### src/design/lbs_pkg.sv
// ----------------------------------------------------------------------------
// LED blink sequencer package
// Command codes, queue entry type, sequencer states and fixed widths.
// ----------------------------------------------------------------------------
package lbs_pkg;

    localparam int CMD_W    = 2;
    localparam int ID_W     = 3;
    localparam int PERIOD_W = 16;
    localparam int DUTY_W   = 7;
    localparam int REPS_W   = 17;
    localparam int SCAN_W   = 10;
    localparam int LEVEL_W  = 3;

    // period * duty fits in 23 bits, scan * 100 in 17 bits
    localparam int DVD_W    = PERIOD_W + DUTY_W;
    localparam int DVS_W    = 17;

    localparam int QUEUE_DEPTH = 2;

    localparam logic [SCAN_W-1:0] SCAN_RESET = 10'd10;
    localparam logic [DUTY_W-1:0] PCT_FULL   = 7'd100;

    localparam logic [CMD_W-1:0] CMD_TICK      = 2'd0;
    localparam logic [CMD_W-1:0] CMD_FLASH     = 2'd1;
    localparam logic [CMD_W-1:0] CMD_FORCE_ON  = 2'd2;
    localparam logic [CMD_W-1:0] CMD_FORCE_OFF = 2'd3;

    typedef enum logic [2:0] {
        OP_TICK,
        OP_FLASH,
        OP_FORCE_ON,
        OP_FORCE_OFF,
        OP_REJECT
    } op_t;

    typedef struct packed {
        op_t                       op;
        logic [ID_W-1:0]           led_id;
        logic [PERIOD_W-1:0]       period_ms;
        logic [DUTY_W-1:0]         duty_pct;
        logic signed [REPS_W-1:0]  repeat_count;
    } cmd_entry_t;

    typedef enum logic [1:0] {
        ST_IDLE,
        ST_SCAN,
        ST_WAIT,
        ST_DONE
    } seq_state_t;

endpackage

### src/design/lbs_if.sv
// ----------------------------------------------------------------------------
// LED blink sequencer channel interfaces
// Valid/ready channels for commands, results and the scan period register.
// ----------------------------------------------------------------------------
interface lbs_in_if;
    logic                                valid;
    logic                                ready;
    logic [lbs_pkg::CMD_W-1:0]           cmd;
    logic [lbs_pkg::ID_W-1:0]            led_id;
    logic [lbs_pkg::PERIOD_W-1:0]        period_ms;
    logic [lbs_pkg::DUTY_W-1:0]          duty_pct;
    logic signed [lbs_pkg::REPS_W-1:0]   repeat_count;

    modport source (output valid, cmd, led_id, period_ms, duty_pct, repeat_count,
                    input ready);
    modport sink   (input valid, cmd, led_id, period_ms, duty_pct, repeat_count,
                    output ready);
endinterface

interface lbs_out_if;
    logic                           valid;
    logic                           ready;
    logic [lbs_pkg::LEVEL_W-1:0]    led_levels;
    logic                           status;

    modport source (output valid, led_levels, status, input ready);
    modport sink   (input valid, led_levels, status, output ready);
endinterface

interface lbs_cfg_if;
    logic                           valid;
    logic                           ready;
    logic [lbs_pkg::SCAN_W-1:0]     scan_period_ms;

    modport source (output valid, scan_period_ms, input ready);
    modport sink   (input valid, scan_period_ms, output ready);
endinterface

### src/design/led_blink_sequencer.sv
// ----------------------------------------------------------------------------
// LED blink sequencer
// Per-LED blink engine with flash, force-on and force-off commands.
// ----------------------------------------------------------------------------
// Timing: flash, force and rejected commands go from the queue to the result
//   register by way of the back end's done state; a tick steps each blinking
//   LED in turn through the one divider that the blinking LEDs share.
// Throughput: one command in flight in the back end; the queue takes up to
//   two more while it works or while a result waits at the output.
// Reset: all LEDs dark, blinking stopped, counters clear, scan period 10 ms.
module led_blink_sequencer #(
    parameter int NUM_LEDS = 3
) (
    input  logic       clk,
    input  logic       rst_n,
    lbs_in_if.sink     req,
    lbs_out_if.source  rsp,
    lbs_cfg_if.sink    cfg
);
    import lbs_pkg::*;

    // front to queue
    logic       push;
    cmd_entry_t push_entry;

    // queue to back
    logic       pop;
    cmd_entry_t pop_entry;
    logic       q_full;
    logic       q_empty;

    // Front end: accept a command transaction whenever the queue has room,
    // check id and duty, and tag it with an operation code.
    lbs_front #(
        .NUM_LEDS (NUM_LEDS)
    ) u_front (
        .req     (req),
        .q_full  (q_full),
        .q_push  (push),
        .q_entry (push_entry)
    );

    // Queue: decouple acceptance from execution so either side may stall.
    lbs_fifo u_fifo (
        .clk        (clk),
        .rst_n      (rst_n),
        .push       (push),
        .push_entry (push_entry),
        .pop        (pop),
        .pop_entry  (pop_entry),
        .full       (q_full),
        .empty      (q_empty)
    );

    // Back end: apply settings, step every blinking LED on a tick through the shared
    // divider, and hold the result in the output register until taken.
    lbs_back #(
        .NUM_LEDS (NUM_LEDS)
    ) u_back (
        .clk     (clk),
        .rst_n   (rst_n),
        .q_empty (q_empty),
        .q_entry (pop_entry),
        .q_pop   (pop),
        .cfg     (cfg),
        .rsp     (rsp)
    );

endmodule

### src/design/lbs_front.sv
// ----------------------------------------------------------------------------
// LED blink sequencer front end
// Accept command transactions, check parameters and classify them.
// ----------------------------------------------------------------------------
module lbs_front #(
    parameter int NUM_LEDS = 3
) (
    lbs_in_if.sink              req,
    input  logic                q_full,
    output logic                q_push,
    output lbs_pkg::cmd_entry_t q_entry
);
    import lbs_pkg::*;

    logic bad_id;
    logic bad_duty;

    assign req.ready = !q_full;
    assign q_push    = req.valid && !q_full;

    assign bad_id   = 32'(req.led_id) >= NUM_LEDS;
    assign bad_duty = req.duty_pct > PCT_FULL;

    always_comb
    begin
        q_entry.led_id       = req.led_id;
        q_entry.period_ms    = req.period_ms;
        q_entry.duty_pct     = req.duty_pct;
        q_entry.repeat_count = req.repeat_count;
        case (req.cmd)
            CMD_TICK:      q_entry.op = OP_TICK;
            CMD_FLASH:     q_entry.op = (bad_id || bad_duty) ? OP_REJECT : OP_FLASH;
            CMD_FORCE_ON:  q_entry.op = bad_id ? OP_REJECT : OP_FORCE_ON;
            CMD_FORCE_OFF: q_entry.op = bad_id ? OP_REJECT : OP_FORCE_OFF;
            default:       q_entry.op = OP_REJECT;
        endcase
    end

endmodule

### src/design/lbs_fifo.sv
// ----------------------------------------------------------------------------
// LED blink sequencer command queue
// Short queue of classified commands between front end and back end.
// ----------------------------------------------------------------------------
module lbs_fifo (
    input  logic                clk,
    input  logic                rst_n,
    input  logic                push,
    input  lbs_pkg::cmd_entry_t push_entry,
    input  logic                pop,
    output lbs_pkg::cmd_entry_t pop_entry,
    output logic                full,
    output logic                empty
);
    import lbs_pkg::*;

    localparam int PTR_W = (QUEUE_DEPTH > 1) ? $clog2(QUEUE_DEPTH) : 1;
    localparam int CNT_W = $clog2(QUEUE_DEPTH + 1);

    cmd_entry_t       mem_reg [QUEUE_DEPTH];
    logic [PTR_W-1:0] wr_ptr_reg;
    logic [PTR_W-1:0] rd_ptr_reg;
    logic [CNT_W-1:0] count_reg;

    assign full      = count_reg == CNT_W'(QUEUE_DEPTH);
    assign empty     = count_reg == '0;
    assign pop_entry = mem_reg[rd_ptr_reg];

    function automatic logic [PTR_W-1:0] ptr_inc(input logic [PTR_W-1:0] p);
        ptr_inc = (p == PTR_W'(QUEUE_DEPTH - 1)) ? '0 : p + 1'b1;
    endfunction

    always_ff @(posedge clk)
    begin
        if (push)
        begin
            mem_reg[wr_ptr_reg] <= push_entry;
        end
    end

    always_ff @(posedge clk or negedge rst_n)
    begin
        if (!rst_n)
        begin
            wr_ptr_reg <= '0;
            rd_ptr_reg <= '0;
            count_reg  <= '0;
        end
        else
        begin
            if (push)
            begin
                wr_ptr_reg <= ptr_inc(wr_ptr_reg);
            end
            if (pop)
            begin
                rd_ptr_reg <= ptr_inc(rd_ptr_reg);
            end
            if (push && !pop)
            begin
                count_reg <= count_reg + 1'b1;
            end
            else if (pop && !push)
            begin
                count_reg <= count_reg - 1'b1;
            end
        end
    end

endmodule

### src/design/lbs_div.sv
// ----------------------------------------------------------------------------
// LED blink sequencer divider
// Restoring divider, one quotient bit per cycle.
// ----------------------------------------------------------------------------
module lbs_div (
    input  logic                        clk,
    input  logic                        rst_n,
    input  logic                        start,
    input  logic [lbs_pkg::DVD_W-1:0]   dividend,
    input  logic [lbs_pkg::DVS_W-1:0]   divisor,
    output logic                        done,
    output logic [lbs_pkg::DVD_W-1:0]   quotient
);
    import lbs_pkg::*;

    localparam int CNT_W = $clog2(DVD_W);

    logic             busy_reg;
    logic             done_reg;
    logic [CNT_W-1:0] cnt_reg;
    logic [DVS_W-1:0] rem_reg;
    logic [DVD_W-1:0] quo_reg;
    logic [DVS_W-1:0] dvs_reg;

    logic [DVS_W:0]   shifted;
    logic [DVS_W:0]   diff;
    logic             take;

    assign shifted  = {rem_reg, quo_reg[DVD_W-1]};
    assign diff     = shifted - {1'b0, dvs_reg};
    assign take     = shifted >= {1'b0, dvs_reg};
    assign done     = done_reg;
    assign quotient = quo_reg;

    always_ff @(posedge clk)
    begin
        if (start)
        begin
            rem_reg <= '0;
            quo_reg <= dividend;
            dvs_reg <= divisor;
        end
        else if (busy_reg)
        begin
            rem_reg <= take ? diff[DVS_W-1:0] : shifted[DVS_W-1:0];
            quo_reg <= {quo_reg[DVD_W-2:0], take};
        end
    end

    always_ff @(posedge clk or negedge rst_n)
    begin
        if (!rst_n)
        begin
            busy_reg <= 1'b0;
            done_reg <= 1'b0;
            cnt_reg  <= '0;
        end
        else
        begin
            done_reg <= busy_reg && (cnt_reg == CNT_W'(DVD_W - 1));
            if (start)
            begin
                busy_reg <= 1'b1;
                cnt_reg  <= '0;
            end
            else if (busy_reg)
            begin
                cnt_reg <= cnt_reg + 1'b1;
                if (cnt_reg == CNT_W'(DVD_W - 1))
                begin
                    busy_reg <= 1'b0;
                end
            end
        end
    end

endmodule

### src/design/lbs_back.sv
// ----------------------------------------------------------------------------
// LED blink sequencer back end
// Execute queued commands on per-LED blink state and register the result.
// ----------------------------------------------------------------------------
module lbs_back #(
    parameter int NUM_LEDS = 3
) (
    input  logic                clk,
    input  logic                rst_n,
    input  logic                q_empty,
    input  lbs_pkg::cmd_entry_t q_entry,
    output logic                q_pop,
    lbs_cfg_if.sink             cfg,
    lbs_out_if.source           rsp
);
    import lbs_pkg::*;

    localparam int IDX_W = (NUM_LEDS > 1) ? $clog2(NUM_LEDS) : 1;

    seq_state_t                state_reg, state_next;
    logic [IDX_W-1:0]          idx_reg, idx_next;
    logic                      reject_reg, reject_next;
    logic [SCAN_W-1:0]         scan_reg;

    logic [PERIOD_W-1:0]       period_reg [NUM_LEDS];
    logic [PERIOD_W-1:0]       period_next [NUM_LEDS];
    logic [DUTY_W-1:0]         duty_reg [NUM_LEDS];
    logic [DUTY_W-1:0]         duty_next [NUM_LEDS];
    logic signed [REPS_W-1:0]  left_reg [NUM_LEDS];
    logic signed [REPS_W-1:0]  left_next [NUM_LEDS];
    logic [PERIOD_W-1:0]       on_cnt_reg [NUM_LEDS];
    logic [PERIOD_W-1:0]       on_cnt_next [NUM_LEDS];
    logic [PERIOD_W-1:0]       off_cnt_reg [NUM_LEDS];
    logic [PERIOD_W-1:0]       off_cnt_next [NUM_LEDS];
    logic [NUM_LEDS-1:0]       off_phase_reg, off_phase_next;
    logic [NUM_LEDS-1:0]       lit_reg, lit_next;

    logic                      out_valid_reg;
    logic [LEVEL_W-1:0]        levels_reg;
    logic                      status_reg;
    logic                      out_load;
    logic [LEVEL_W-1:0]        levels;

    logic [SCAN_W-1:0]         scan_eff;
    logic [DVS_W-1:0]          divisor;
    logic [DUTY_W-1:0]         share;
    logic [DVD_W-1:0]          dividend;
    logic                      div_start;
    logic                      div_done;
    logic [DVD_W-1:0]          ticks;
    logic [IDX_W-1:0]          cmd_idx;
    logic                      last_led;

    assign cfg.ready = 1'b1;

    assign scan_eff = (scan_reg == '0) ? SCAN_W'(1) : scan_reg;
    assign divisor  = DVS_W'(scan_eff) * DVS_W'(PCT_FULL);
    assign share    = off_phase_reg[idx_reg] ? (PCT_FULL - duty_reg[idx_reg])
                                             : duty_reg[idx_reg];
    assign dividend = DVD_W'(period_reg[idx_reg]) * DVD_W'(share);
    assign cmd_idx  = IDX_W'(q_entry.led_id);
    assign last_led = idx_reg == IDX_W'(NUM_LEDS - 1);

    lbs_div u_div (
        .clk      (clk),
        .rst_n    (rst_n),
        .start    (div_start),
        .dividend (dividend),
        .divisor  (divisor),
        .done     (div_done),
        .quotient (ticks)
    );

    // only the first LEVEL_W LEDs reach the result
    generate
        for (genvar g = 0; g < LEVEL_W; g++)
        begin : g_level
            if (g < NUM_LEDS)
            begin : g_on
                assign levels[g] = lit_reg[g];
            end
            else
            begin : g_off
                assign levels[g] = 1'b0;
            end
        end
    endgenerate

    always_comb
    begin
        state_next     = state_reg;
        idx_next       = idx_reg;
        reject_next    = reject_reg;
        period_next    = period_reg;
        duty_next      = duty_reg;
        left_next      = left_reg;
        on_cnt_next    = on_cnt_reg;
        off_cnt_next   = off_cnt_reg;
        off_phase_next = off_phase_reg;
        lit_next       = lit_reg;
        q_pop          = 1'b0;
        div_start      = 1'b0;
        out_load       = 1'b0;

        case (state_reg)
            ST_IDLE:
            begin
                if (!q_empty)
                begin
                    q_pop       = 1'b1;
                    reject_next = 1'b0;
                    state_next  = ST_DONE;
                    case (q_entry.op)
                        OP_TICK:
                        begin
                            idx_next   = '0;
                            state_next = ST_SCAN;
                        end
                        OP_FLASH:
                        begin
                            period_next[cmd_idx] = q_entry.period_ms;
                            duty_next[cmd_idx]   = q_entry.duty_pct;
                            left_next[cmd_idx]   = q_entry.repeat_count;
                        end
                        OP_FORCE_ON:
                        begin
                            lit_next[cmd_idx]  = 1'b1;
                            left_next[cmd_idx] = '0;
                        end
                        OP_FORCE_OFF:
                        begin
                            lit_next[cmd_idx]  = 1'b0;
                            left_next[cmd_idx] = '0;
                        end
                        default:
                        begin
                            reject_next = 1'b1;
                        end
                    endcase
                end
            end

            ST_SCAN:
            begin
                if (left_reg[idx_reg] == '0)
                begin
                    // stopped LED: drop counters, keep level
                    on_cnt_next[idx_reg]    = '0;
                    off_cnt_next[idx_reg]   = '0;
                    off_phase_next[idx_reg] = 1'b0;
                    idx_next   = idx_reg + 1'b1;
                    state_next = last_led ? ST_DONE : ST_SCAN;
                end
                else
                begin
                    div_start  = 1'b1;
                    state_next = ST_WAIT;
                end
            end

            ST_WAIT:
            begin
                if (div_done)
                begin
                    if (!off_phase_reg[idx_reg])
                    begin
                        if (DVD_W'(on_cnt_reg[idx_reg]) < ticks)
                        begin
                            on_cnt_next[idx_reg] = on_cnt_reg[idx_reg] + 1'b1;
                            lit_next[idx_reg]    = 1'b1;
                        end
                        else
                        begin
                            off_phase_next[idx_reg] = 1'b1;
                            on_cnt_next[idx_reg]    = '0;
                        end
                    end
                    else
                    begin
                        if (DVD_W'(off_cnt_reg[idx_reg]) < ticks)
                        begin
                            off_cnt_next[idx_reg] = off_cnt_reg[idx_reg] + 1'b1;
                            lit_next[idx_reg]     = 1'b0;
                        end
                        else
                        begin
                            off_phase_next[idx_reg] = 1'b0;
                            off_cnt_next[idx_reg]   = '0;
                            if (left_reg[idx_reg] > 0)
                            begin
                                left_next[idx_reg] = left_reg[idx_reg] - 1'b1;
                            end
                        end
                    end
                    idx_next   = idx_reg + 1'b1;
                    state_next = last_led ? ST_DONE : ST_SCAN;
                end
            end

            ST_DONE:
            begin
                if (!out_valid_reg || rsp.ready)
                begin
                    out_load   = 1'b1;
                    state_next = ST_IDLE;
                end
            end

            default:
            begin
                state_next = ST_IDLE;
            end
        endcase
    end

    always_ff @(posedge clk or negedge rst_n)
    begin
        if (!rst_n)
        begin
            state_reg <= ST_IDLE;
        end
        else
        begin
            state_reg <= state_next;
        end
    end

    always_ff @(posedge clk or negedge rst_n)
    begin
        if (!rst_n)
        begin
            idx_reg       <= '0;
            reject_reg    <= 1'b0;
            scan_reg      <= SCAN_RESET;
            off_phase_reg <= '0;
            lit_reg       <= '0;
            out_valid_reg <= 1'b0;
            for (int i = 0; i < NUM_LEDS; i++)
            begin
                period_reg[i]  <= '0;
                duty_reg[i]    <= '0;
                left_reg[i]    <= '0;
                on_cnt_reg[i]  <= '0;
                off_cnt_reg[i] <= '0;
            end
        end
        else
        begin
            idx_reg       <= idx_next;
            reject_reg    <= reject_next;
            off_phase_reg <= off_phase_next;
            lit_reg       <= lit_next;
            period_reg    <= period_next;
            duty_reg      <= duty_next;
            left_reg      <= left_next;
            on_cnt_reg    <= on_cnt_next;
            off_cnt_reg   <= off_cnt_next;
            if (cfg.valid)
            begin
                scan_reg <= cfg.scan_period_ms;
            end
            if (out_load)
            begin
                out_valid_reg <= 1'b1;
            end
            else if (rsp.ready)
            begin
                out_valid_reg <= 1'b0;
            end
        end
    end

    always_ff @(posedge clk)
    begin
        if (out_load)
        begin
            levels_reg <= levels;
            status_reg <= reject_reg;
        end
    end

    assign rsp.valid      = out_valid_reg;
    assign rsp.led_levels = levels_reg;
    assign rsp.status     = status_reg;

endmodule
### src/flat_wrapper.sv
// flat-port wrapper written by rule: the top's interface ports become plain ports
module led_blink_sequencer_flat import lbs_pkg::*;
#(
    parameter int NUM_LEDS = 3
)
  (clk, rst_n, req_valid, req_cmd, req_led_id, req_period_ms, req_duty_pct, req_repeat_count, req_ready, rsp_valid, rsp_led_levels, rsp_status, rsp_ready, cfg_valid, cfg_scan_period_ms, cfg_ready);
  lbs_in_if req_i ();
  lbs_out_if rsp_i ();
  lbs_cfg_if cfg_i ();
  input  logic clk;
  input  logic rst_n;
  input wire logic [$bits(req_i.valid)-1:0] req_valid;
  input wire logic [$bits(req_i.cmd)-1:0] req_cmd;
  input wire logic [$bits(req_i.led_id)-1:0] req_led_id;
  input wire logic [$bits(req_i.period_ms)-1:0] req_period_ms;
  input wire logic [$bits(req_i.duty_pct)-1:0] req_duty_pct;
  input wire logic [$bits(req_i.repeat_count)-1:0] req_repeat_count;
  output wire logic [$bits(req_i.ready)-1:0] req_ready;
  output wire logic [$bits(rsp_i.valid)-1:0] rsp_valid;
  output wire logic [$bits(rsp_i.led_levels)-1:0] rsp_led_levels;
  output wire logic [$bits(rsp_i.status)-1:0] rsp_status;
  input wire logic [$bits(rsp_i.ready)-1:0] rsp_ready;
  input wire logic [$bits(cfg_i.valid)-1:0] cfg_valid;
  input wire logic [$bits(cfg_i.scan_period_ms)-1:0] cfg_scan_period_ms;
  output wire logic [$bits(cfg_i.ready)-1:0] cfg_ready;
  assign req_i.valid = req_valid;
  assign req_i.cmd = req_cmd;
  assign req_i.led_id = req_led_id;
  assign req_i.period_ms = req_period_ms;
  assign req_i.duty_pct = req_duty_pct;
  assign req_i.repeat_count = req_repeat_count;
  assign req_ready = req_i.ready;
  assign rsp_valid = rsp_i.valid;
  assign rsp_led_levels = rsp_i.led_levels;
  assign rsp_status = rsp_i.status;
  assign rsp_i.ready = rsp_ready;
  assign cfg_i.valid = cfg_valid;
  assign cfg_i.scan_period_ms = cfg_scan_period_ms;
  assign cfg_ready = cfg_i.ready;
  led_blink_sequencer #(.NUM_LEDS(NUM_LEDS)) u_core (.clk(clk), .rst_n(rst_n), .req(req_i), .rsp(rsp_i), .cfg(cfg_i));
endmodule
### config.mk
export PLATFORM = sky130hd
export DESIGN_NAME = led_blink_sequencer_flat
export DESIGN_NICKNAME = d
export VERILOG_FILES = /design/src/design/lbs_pkg.sv /design/src/design/lbs_if.sv /design/src/design/led_blink_sequencer.sv /design/src/design/lbs_front.sv /design/src/design/lbs_fifo.sv /design/src/design/lbs_div.sv /design/src/design/lbs_back.sv /design/src/flat_wrapper.sv
export SDC_FILE = /design/constraint.sdc
export NUM_CORES = 1
export LEC_CHECK = 0
export BUFFER_PORTS_ARGS = -buffer_cell sky130_fd_sc_hd__buf_2
export CORE_MARGIN = 3
export CORE_UTILIZATION = 50
export DETAILED_ROUTE_END_ITERATION = 8
export PLACE_DENSITY = 0.77
export SLEW_MARGIN = 20
export SYNTH_ARGS = -nofsm -noshare
export SYNTH_HDL_FRONTEND = slang
export SYNTH_SLANG_ARGS = --single-unit
### constraint.sdc
create_clock -name clk -period 11.59 [get_ports clk]
set_clock_uncertainty 0.05 [all_clocks]
set_input_delay 0.5795 -clock clk [delete_from_list [all_inputs] [get_ports clk]]
set_output_delay 0.5795 -clock clk [all_outputs]
set_load 0.01 [all_outputs]
[Yosys cells after proc, flatten, opt, wreduce, memory -nomap -nowiden]
Memory sizes are Yosys's and may differ from the RTL's.
Index checks and enable logic that the tools add are counted.
Widths: inputs -> output; s select.
Operators by class
  add/sub/neg operators: 11
  multiply operators: 2
  $lt $le $gt $ge: 14
  eq/ne operators: 27
  multiplexer cells: 108
  bitwise gates (word level): 16
  reduce and logical (&&, ||, !) cells: 37
Operator list (number)
  $mux 48: 8
  $mux 51: 5
  $pmux 51 s2: 2
  $pmux 48 s2: 2
  $bwmux 48: 3
  $mux 16: 8
  $bwmux 51: 2
  $and 48x48->48: 2
  $bmux 16 s2: 3
  $mux 17: 5
  $demux 17 s2: 2
  $demux 16 s2: 2
  $and 51x51->51: 1
  $not 51->51: 1
  $not 48->48: 1
  $lt 16x23->1: 2
  $mux 23: 2
  $mux 3: 13
  $bmux 17 s2: 1
  $add 16x1->16 const B: 2
  $mux 7: 4
  $mux 2: 12
  $mul 16x7->23: 1
  $bwmux 21: 1
  59 further kinds: 130
Word-level totals
  register bits after elaboration: 308
  bits in writable memories: 92
  output and inout bits: 7
  memories: 1
Memory list
  u_core.u_fifo.mem_reg: depth 2, width 46, read ports 1, clocked after Yosys merged registers in 0, write ports 1, RTL line lbs_fifo.sv:20  | cmd_entry_t mem_reg [QUEUE_DEPTH];

[Depth between registers and ports, before layout]
Gate-level depths: netlist (run 1).
  word-level depth: 11
  gate-level depth with buffers: 32

[Cells and area by module]
From an unflattened synthesis (run 1), not the netlist that was laid out.
Second synthesis, totals
  cell total of the unflattened synthesis: 2391
  area, all modules: 25719.7 sq um
Modules (own cells, without submodules)
  lbs_back: times used 1, cells an instance 1879, area an instance 18332.6 sq um, sequential area each 6078.3 sq um
  lbs_fifo: times used 1, cells an instance 159, area an instance 3629.7 sq um, sequential area each 2862.7 sq um
  lbs_div: times used 1, cells an instance 299, area an instance 3377.0 sq um, sequential area each 1716.6 sq um
  lbs_front: times used 1, cells an instance 54, area an instance 380.4 sq um, sequential area each 0.0 sq um

[Least setup slack after synthesis (run 1)]
OpenSTA, ideal clock, no wires.
  kind: register to register
  start: register u_core.u_back.idx_reg[0]
  end: register u_core.u_back.u_div.quo_reg[21], in the netlist u_core.u_back.u_div.quotient[21] (data pin)
  library setup time: 268 ps
  data arrival time: 7110 ps
  required time: 11272 ps
  setup slack: 4162 ps
  stages on the path, launching flop included: 30
  period minus slack after synthesis: 7428 ps
  cell sequence: dfrtp_1 > buf_2 > buf_2 > buf_2 > buf_2 > nor2_1 > a21o_1 > inv_1 > clkbuf_1 > ha_1 > o21ai_0 > a21oi_1 > xnor2_1 > or2_2 > fa_1 > fa_1 > inv_1 > fa_1 > inv_1 > fa_1 > inv_1 > ha_1 > a2111oi_0 > o31ai_1 > a211oi_1 > o21ai_0 > a2111oi_0 > o21bai_1 > xnor2_1 > o21ai_0
On the way
  word-level cells in the longest chain between the ends: 8
Ends and longest elaborated chain
  start: declaration: RTL line lbs_back.sv:21  | logic [IDX_W-1:0] idx_reg, idx_next;
  start signal: assignment: RTL line lbs_back.sv:249  | idx_reg <= idx_next;
  $not 2->3 (not written as such)
  $bmux 7 s2 or $bmux 17 s2 (tied branches): RTL line lbs_back.sv:58, lbs_back.sv:59, lbs_back.sv:145
  $mux 7 (not written as such) or $mux 17 (tied branches) (2 in a row): RTL line lbs_back.sv:58, lbs_back.sv:59, lbs_back.sv:145
  $sub 7x7->7 or $logic_not 17->1 (tied branches): RTL line lbs_back.sv:58, lbs_back.sv:145
  $mux 7 or $mux 1 (tied branches): RTL line lbs_back.sv:58, lbs_back.sv:145
  $mul 16x7->23 or $mux 1 (tied branches): RTL line lbs_back.sv:60, lbs_back.sv:105
  $mux 23 (*): RTL line lbs_div.sv:37  | if (start)
  end signal: assignment: RTL line lbs_div.sv:40  | quo_reg <= dividend;
  end signal: assignment: RTL line lbs_div.sv:46  | quo_reg <= {quo_reg[DVD_W-2:0], take};
  end: declaration: RTL line lbs_div.sv:22  | logic [DVD_W-1:0] quo_reg;
Every way passes the cells marked *; elsewhere a longest branch is shown, timed or not. The select of a mux whose other input is x is not followed.
A chain may end at the register's enable or synchronous reset.

[Worst setup path in the final report (run 1)]
  start: register u_core.u_back.idx_reg[1]
  end: register u_core.u_back.u_div.quo_reg[21], in the netlist u_core.u_back.u_div.quotient[21] (data pin)
The elaborated chain is that of the path after synthesis.

==> results list, run 1 <==
- In the post-route analysis, the smallest setup slack over all paths is 2.71 ns.
* Pre-Repair DR Iteration Count: 7
- In the global route stage, overall resource usage came out at 0.228.
- Timing would allow up to 113 MHz.
* Highest net fanout along the worst path: 56
* Post-CTS Resized: 0
- After synthesis the netlist holds a flip-flop and latch count of 398.
* Antenna Diode Count: 0
- Dominant cell by count in the synthesized netlist: nor2_1
* Clock latency on the worst-skew pair: 0.59 ns
* CTS Hold Buffers Added: 0
- Reported max-cap violation count: 0
- For this configuration, the core starts out at a cell density of 0.509.
- Nature of the critical path startpoint: flip-flop
- Mapped Nets: 2,674
- Peak supply drop: 0.000167 V
- The synthesized design contains 132 enable-type register cells.
- The design draws 7.68 mW.
- The register with the most flip-flops in the layout has 90 of them.
- Of the available clock period, the critical path in the final layout requires 0.767.
- Io pins: 67
- CTS Buffer Depth: 3
- Maximum level of the CTS H-tree: 2
* Max transition margin: 0.265
- Routability congestion estimate: 0.870
* Min Clock Period, post-route: 8.88 ns
* Clock sink count: 398
- Total clock buffers created by CTS: 43
* Gate count after technology mapping: 2,402
- Among all flip-flop cells after synthesis, the most frequent one is dfrtp_1.
* Remaining global-route overflow: 0
- Data required time at the worst endpoint: 11.83 ns
* Post-route antenna net violation count: 0
- Once the clock tree was built, the setup fixing pass inserted 0 buffers.
- Net count, final: 2,697
- Die boundary height: 227 um
* Final-report max-slew violation count: 0
- In the final layout, the multi-input gates occupy 12,700 um^2.
- Of the cells placed in the final design, the portion with a size suffix greater than 1 is 0.120.
- The total area inside the core boundary comes to 47,900 um^2.
* Power density cells: 287 nW/um^2
- Mean number of vias per cell: 6.08
- Maximum number of pins on one net before global-route repair: 99
* Number of filler instances in the final layout: 3,951
- After synthesis the cells add up to 24,400 um^2.
- After synthesis, the share of flip-flops with an asynchronous set or reset is 0.626.
- Final setup viols: 0
- Setup total negative slack on the finished layout was measured at 0 ns.
- Number of DRC markers in iteration 0: 1,695
- The number of failing hold endpoints at the final stage was 0.
- After detailed routing, the average wire length per cell comes to 18.8 um.
- The first global-routing pass estimated 95,800 um of wire.
- After detailed routing, the total wire length is 57,900 um.
- The setup path with the least slack is of type flip-flop to flip-flop.
- In the synthesized netlist, the cells that appear most often are nor2_1, dfrtp_1, inv_1.
- The number of global-route vias before repair is 19,200.
- Leading cell types by total area after synthesis: dfrtp_1, edfxtp_1, ha_1, fa_1, mux2i_1
- Library cell occupying the most area in the post-synthesis netlist: dfrtp_1
- Unrepaired setup endpoints after global routing: false
- Worst min-delay path class: input port to async pin
- Clock root buffer master: clkbuf_16
- Detailed placement finished with a half-perimeter wire length of 39,100 um.
* Total of buffers placed on input and output ports: 65
* Arrival time at the worst endpoint: 9.13 ns
- TritonCTS clock tree: built
* Outcome: complete, no violations
- The netlist uses 74 different library cells.
- The routed layout has 18,700 vias.
- Of the post-synthesis cell area, the dominant cell type holds 0.253.
- Die area: 51,500 um^2
- For this run, design rule violations remaining after detail routing come to 0.
- Category of the worst setup path capture point: flip-flop
- Warning count from the yosys run: 0
- Pre-CTS WS: 2.47 ns
- Initial antenna violation count: 0
- In this run the static leakage power is 11.7 nW.
- Sequential share of the synthesized area: 0.432
- Clock transition at the register clock pins on the worst setup and hold paths after CTS: 0.06 ns
* Slew at the pin closest to its max-slew limit: 1.09 ns
- The floorplan has 80 rows.
- FF+latch area: 10,500 um^2
- Each instance of the synthesized netlist takes up on average 10.2 um^2.
- Compared with the post-synthesis result, the final layout area differs by 9.46%.
- The die is 227 um wide.
## cells in the final DEF, fill, tap and decap left out, drive strengths merged, types with 91 or more instances in the layout
cell type	count
mux2i	110
o21ai	120
a21oi	174
dfrtp	247
edfxtp	132
buf	91
nor2	261
nand2	167
inv	195
ha	137
## where the power goes
part           internal [mW]  switching, mW
sequential              1.92          0.247
clock                  0.817          0.575
combinational           1.53           2.59
## final timing paths
kind                       slack, ns                          endpoint  cells past startpoint                startpoint
hold reg to reg                 0.42          u_core.u_back.rsp.status                      0  u_core.u_back.reject_reg
setup / recovery                2.71  u_core.u_back.u_div.quotient[21]                     24  u_core.u_back.idx_reg[1]
min in group clk                0.13      u_core.u_fifo.mem_reg[1][36]                      1         req_period_ms[12]
setup reg to reg                2.71  u_core.u_back.u_div.quotient[21]                     24  u_core.u_back.idx_reg[1]
max in group asynchronous       9.97          u_core.u_back.idx_reg[1]                      2                     rst_n
hold / removal                  0.01       u_core.u_back.on_cnt_reg[5]                      1                     rst_n
## cell type report
type / instances / share of cell area
Tap cell: 615 / 0.0288
Sequential cell: 398 / 0.395
Clock inverter: 11 / 0.00468
Timing Repair Buffer: 91 / 0.0200
Multi-Input combinational cell: 1697 / 0.475
Clock buffer: 68 / 0.0499
Inverter: 194 / 0.0273
## per-layer routing
metal | wire length [um] | track usage | share of wire
met4 | 2080 | 0.0854 | 0.036
met2 | 28600 | 0.390 | 0.49
met5 | 0 | 0 | 0
met1 | 23900 | 0.295 | 0.41
met3 | 3410 | 0.0321 | 0.059
## worst max-delay path, cell delays in order, from the launching register on
cell and delay, ns:
dfrtp_4 0.68, nor2b_4 0.52, buf_4 0.69, a21oi_1 0.27, ha_1 0.29, o21ai_0 0.20
a21oi_1 0.13, xnor2_2 0.68, or2_2 0.25, fa_1 0.42, fa_1 0.54, inv_1 0.05
fa_1 0.53, inv_1 0.05, fa_1 0.53, inv_1 0.04, ha_1 0.34, a2111oi_0 0.49
o31ai_1 0.21, a211oi_1 0.42, o21ai_0 0.27, a2111oi_0 0.50, o21bai_1 0.15, xnor2_1 0.16
o21ai_0 0.09
## logic make-up (layout without fill, tap and decap cells)
kind of cell | Yosys count | after routing | share of synthesized area
xor gates and xnor gates | 85 | 85 | 0.0305
AOI/OAI and AO/OA | 608 | 608 | 0.164
buffers and inverters | 307 | 364 | 0.0506
other | 1 | 1 | 0.000154
and+or+nand+nor | 605 | 605 | 0.111
adders and majority gates | 212 | 212 | 0.132
DFF | 398 | 398 | 0.432
muxes | 186 | 186 | 0.0802
## per-stage QoR
| stage | instances | utilization | hold slack [ns] | cell area (um^2) |
|---|---|---|---|---|
| 5_1_grt | 3074 | 0.557 | 0.0619 | 26700 |
| 6_report | 3074 | 0.557 | 0.0107 | 26700 |
| 2_1_floorplan | 2402 | - | 0.234 | 24400 |
| 3_3_place_gp | 2995 | 0.526 | 0.396 | 25200 |
| 3_5_place_dp | 2995 | 0.526 | 0.402 | 25200 |
| 4_1_cts | 3074 | 0.557 | 0.0318 | 26700 |
No activity file was read; power rests on OpenSTA's default activity.
==> run 2, diff against run 1 <==
--- a/config.mk
+++ b/config.mk
@@ -9,7 +9,7 @@
 export CORE_MARGIN = 3
 export CORE_UTILIZATION = 50
 export DETAILED_ROUTE_END_ITERATION = 8
-export PLACE_DENSITY = 0.77
+export PLACE_DENSITY = 0.8
 export SLEW_MARGIN = 20
 export SYNTH_ARGS = -nofsm -noshare
 export SYNTH_HDL_FRONTEND = slang
==> constraint.sdc (replaced) <==
create_clock -name clk -period 7.5 [get_ports clk]
set_clock_uncertainty 0.05 [all_clocks]
set_input_delay 0.375 -clock clk [delete_from_list [all_inputs] [get_ports clk]]
set_output_delay 0.375 -clock clk [all_outputs]
set_load 0.01 [all_outputs]
==> run 2 against run 1 <==
Net effect:
- setup slack got worse by 2.2 ns
- flip-flop and latch count did not move
- via count rose by 1.5%
- core utilization rose by 1.5 points
- sequential share of layout area fell by 1.0 points
- count of clock-buffer cells in the layout fell by 12
==> results list, run 2 (synthesized netlist as in run 1, its figures left out) <==
- The commonest non-fill, non-tap cell in the layout is nor2_1 (unchanged).
- Reported max-cap violation count: 0 (unchanged)
* Vias: 19,000 (was 18,700)
- Worst hold stages: 2
- The number of global-route vias before repair was 19,700 (was 19,200).
- The deepest clock path buffer count came to 3 (unchanged).
* Net count, final: 2,766 (was 2,697)
- Initial core utilization: 0.509 (unchanged)
- Mean number of vias per cell: 6.04 (was 6.08)
- Cell type of the slowest stage on the worst timing path: fa_1 (was buf_4)
* Total DRC errors in the routed layout: 0 (unchanged)
- The number of failing hold endpoints at the final stage is 0 (unchanged).
- Category of the most critical setup path: flip-flop to flip-flop (unchanged)
- The largest delay contributor family on the critical path was compound AO/OA/AOI/OAI gates (unchanged).
- The max-slew headroom at the worst pin was 0.283 (was 0.265).
- Global-route wire length before repair: 97,000 um (was 95,800 um)
- Clock root buffer master: clkbuf_16 (unchanged)
- Number of filler instances in the final layout: 3,815 (was 3,951)
- Clock sink count: 398 (unchanged)
- The number of rows created at floorplan came to 80 (unchanged).
* Post-route standard cell area excluding fillers: 27,400 um^2 (was 26,700 um^2)
- Final-report max-slew violation count: 0 (unchanged)
- The horizontal die dimension came to 227 um (unchanged).
- The floorplan die area is 51,500 um^2 (unchanged).
* Area of the multi-input gates: 12,700 um^2 (about the same)
- The weighted congestion reported at the end of routability-driven placement was 0.924 (was 0.870).
- Final setup viols: 0 (unchanged)
- The synthesis-to-finish area growth came to 12.3% (was 9.46%).
* FMAX: 142 MHz (was 113 MHz)
- The maximum cell stage delay along the critical path came to 0.55 ns (was 0.69 ns).
* Relative contribution of the clock network to total power: 0.184 (was 0.181)
* Min Clock Period, post-route: 7.04 ns (was 8.88 ns)
* Series of cell instances along the critical path: buf_4, mux2i_1, o21ai_0, nor2_1, o21ai_0, a21oi_1, xnor2_1, or2_2, fa_1, fa_1, inv_1, fa_1, inv_1, fa_1, inv_1, ha_1, a2111oi_1, o21ai_1, a41o_1, a221oi_1, o21ai_0, a21oi_1, a221o_1, a31oi_1 (was nor2b_4, buf_4, a21oi_1, ha_1, o21ai_0, a21oi_1, xnor2_2, or2_2, fa_1, fa_1, inv_1, fa_1, inv_1, fa_1, inv_1, ha_1, a2111oi_0, o31ai_1, a211oi_1, o21ai_0, a2111oi_0, o21bai_1, xnor2_1, o21ai_0)
- Peak supply drop: 0.000254 V (was 0.000167 V)
- The starting DRC count in detailed routing was 1,714 (was 1,695).
- Clock transition at the register clock pins on the worst setup and hold paths after CTS: 0.07 ns (was 0.06 ns)
- Crit-path most repeated cell: fa_1 (unchanged)
- Total Routing Usage GR: 0.229 (was 0.228)
* Static power due to leakage: 12.1 nW (was 11.7 nW)
- Slew at the pin closest to its max-slew limit: 1.07 ns (was 1.09 ns)
* Power density cells: 439 nW/um^2 (was 287 nW/um^2)
- The area taken by flip-flops and latches is 10,500 um^2 (unchanged).
- The number of levels the H-tree was split into was 2 (unchanged).
- The die extent in y was 227 um (unchanged).
- The count of nets left with antenna violations after detail routing came to 0 (unchanged).
- Wire length reported by the detailed router: 58,400 um (was 57,900 um)
- Relative contribution of sequential cells to total power: 0.280 (was 0.282)
- The core box area is 47,900 um^2 (unchanged).
- The kind of end point of the critical path was a flip-flop (unchanged).
- Leading cell types in the layout, fill and taps excluded: nor2_1, dfrtp_1, inv_1, a21oi_1, nand2_1 (unchanged)
- The switching component of the power came to 5.28 mW (was 3.41 mW).
- The setup TNS came to 0 ns (unchanged).
- The maximum fanout along the worst path came to 11 (was 56).
- The total number of cells along the worst setup path is 24 (unchanged).
- The critical register-to-register path startpoint is u_core.u_back.idx_reg[1] (unchanged).
- Cell count of the worst reg-to-reg path: 24 (unchanged)
* Post-detailed-placement cell area: 25,400 um^2 (was 25,200 um^2)
* Logic pwr share: 0.535 (was 0.536)
- Fraction of power spent switching nets: 0.439 (was 0.444)
* Io pins: 67 (unchanged)
- The internal power of the cells was 6.75 mW (was 4.27 mW).
* Launching instance or port of the critical path: u_core.u_back.idx_reg[1] (unchanged)
- Final Core Density: 0.572 (was 0.557)
- The number of antenna violations at the first check in global routing came to 0 (unchanged).
- The final cycle utilization of the critical path is 0.939 (was 0.767).
- WP buf/inv: 4 (unchanged)
* Wire per inst: 18.6 um (was 18.8 um)
- The number of flip-flops under the largest register name is 90 (unchanged).
- Nature of the critical path startpoint: flip-flop (unchanged)
* Post-CTS Setup Repair Bufs: 0 (unchanged)
- The data required time of the worst path was 7.73 ns (was 11.83 ns).
- Estimated wirelength of the detail-placed design: 38,800 um (was 39,100 um)
- The number of optimization iterations in the first detailed-route pass is 7 (unchanged).
* TritonCTS clock tree: built (unchanged)
* Maximum number of pins on one net before global-route repair: 182 (was 99)
- The number of buffers inserted during clock tree synthesis is 41 (was 43).
- The worst hold path begins at req_cmd[1].
- Worst min-delay path class: input port to flip-flop (was input port to async pin)
* Total of buffers placed on input and output ports: 65 (unchanged)
- Remaining global-route overflow: 0 (unchanged)
* Outcome: complete, no violations (unchanged)
- Fraction of layout cells with a size suffix above 1: 0.123 (was 0.120)
- The worst hold slack across all endpoints is 0.0806 ns (was 0.0107 ns).
* Arrival time at the worst endpoint: 7.27 ns (was 9.13 ns)
* Antenna Diode Count: 0 (unchanged)
* Clock latency on the worst-skew pair: 0.59 ns (about the same)
## run 2: cell types whose count changed in the layout (fill, tap and decap cells not counted), moves of 4 or more
| cell | previous run | this run |
|---|---|---|
| dlygate4sd3_1 | 0 | 53 |
| buf_4 | 25 | 42 |
| clkbuf_8 | 12 | 4 |
| clkbuf_1 | 11 | 6 |
| bufinv_16 | 1 | 5 |
## run 2: metrics by stage
stage | setup WS (ns) | std cells | power, mW
after floorplan | 0.0717 | 2402 | 8.09
after global placement | 0.408 | 3013 | 9.42
after detailed placement | 0.245 | 3013 | 9.68
after CTS | 0.164 | 3141 | 12.0
after global routing | -0.0542 | 3141 | 13.0
final | 0.459 | 3141 | 12.0
## run 2: area by class of cell
type,count,area share
clock inverters,19,0.00949
clock buffers,56,0.0448
multi-input cells,1697,0.462
repair buffers,162,0.0442
inverters,194,0.0266
well taps,615,0.0281
flip-flops and latches,398,0.385
## run 2: what timing repair did
item	4_1_cts	5_1_grt
hold buffers	53	0
endpoints found under the hold margin	160	0
setup endpoints to repair	0	3
gates resized for setup	0	7
## run 2: final timing paths
| path | to | slack, ns |
|---|---|---|
| min in group asynchronous | u_core.u_back.on_cnt_reg[5] | 0.33 |
| setup / recovery | u_core.u_back.u_div.quotient[22] | 0.46 |
| setup reg to reg | u_core.u_back.u_div.quotient[22] | 0.46 |
| hold / removal | u_core.u_fifo.mem_reg[1][44] | 0.08 |
| max in group asynchronous | u_core.u_back.idx_reg[1] | 5.60 |
| hold reg to reg | u_core.u_back.rsp.status | 0.42 |
## run 2: power groups by stage
| stage | Sequential, mW | Combinational (mW) | Clock [mW] |
|---|---|---|---|
| finish | 3.37 | 6.44 | 2.22 |
| global route | 3.43 | 7.22 | 2.34 |
| CTS | 3.36 | 6.39 | 2.25 |
| detailed placement | 3.39 | 6.29 | 0 |
| global placement | 3.35 | 6.07 | 0 |
| floorplan | 3.25 | 4.84 | 0 |
## run 2: metal layers
metal	routed length [um]	vias up	global-route usage
met5	0	-	0
met4	2390	0	0.100
met3	3420	211	0.0339
met2	28800	736	0.398
met1	23700	9323	0.287
li1	-	8717	-
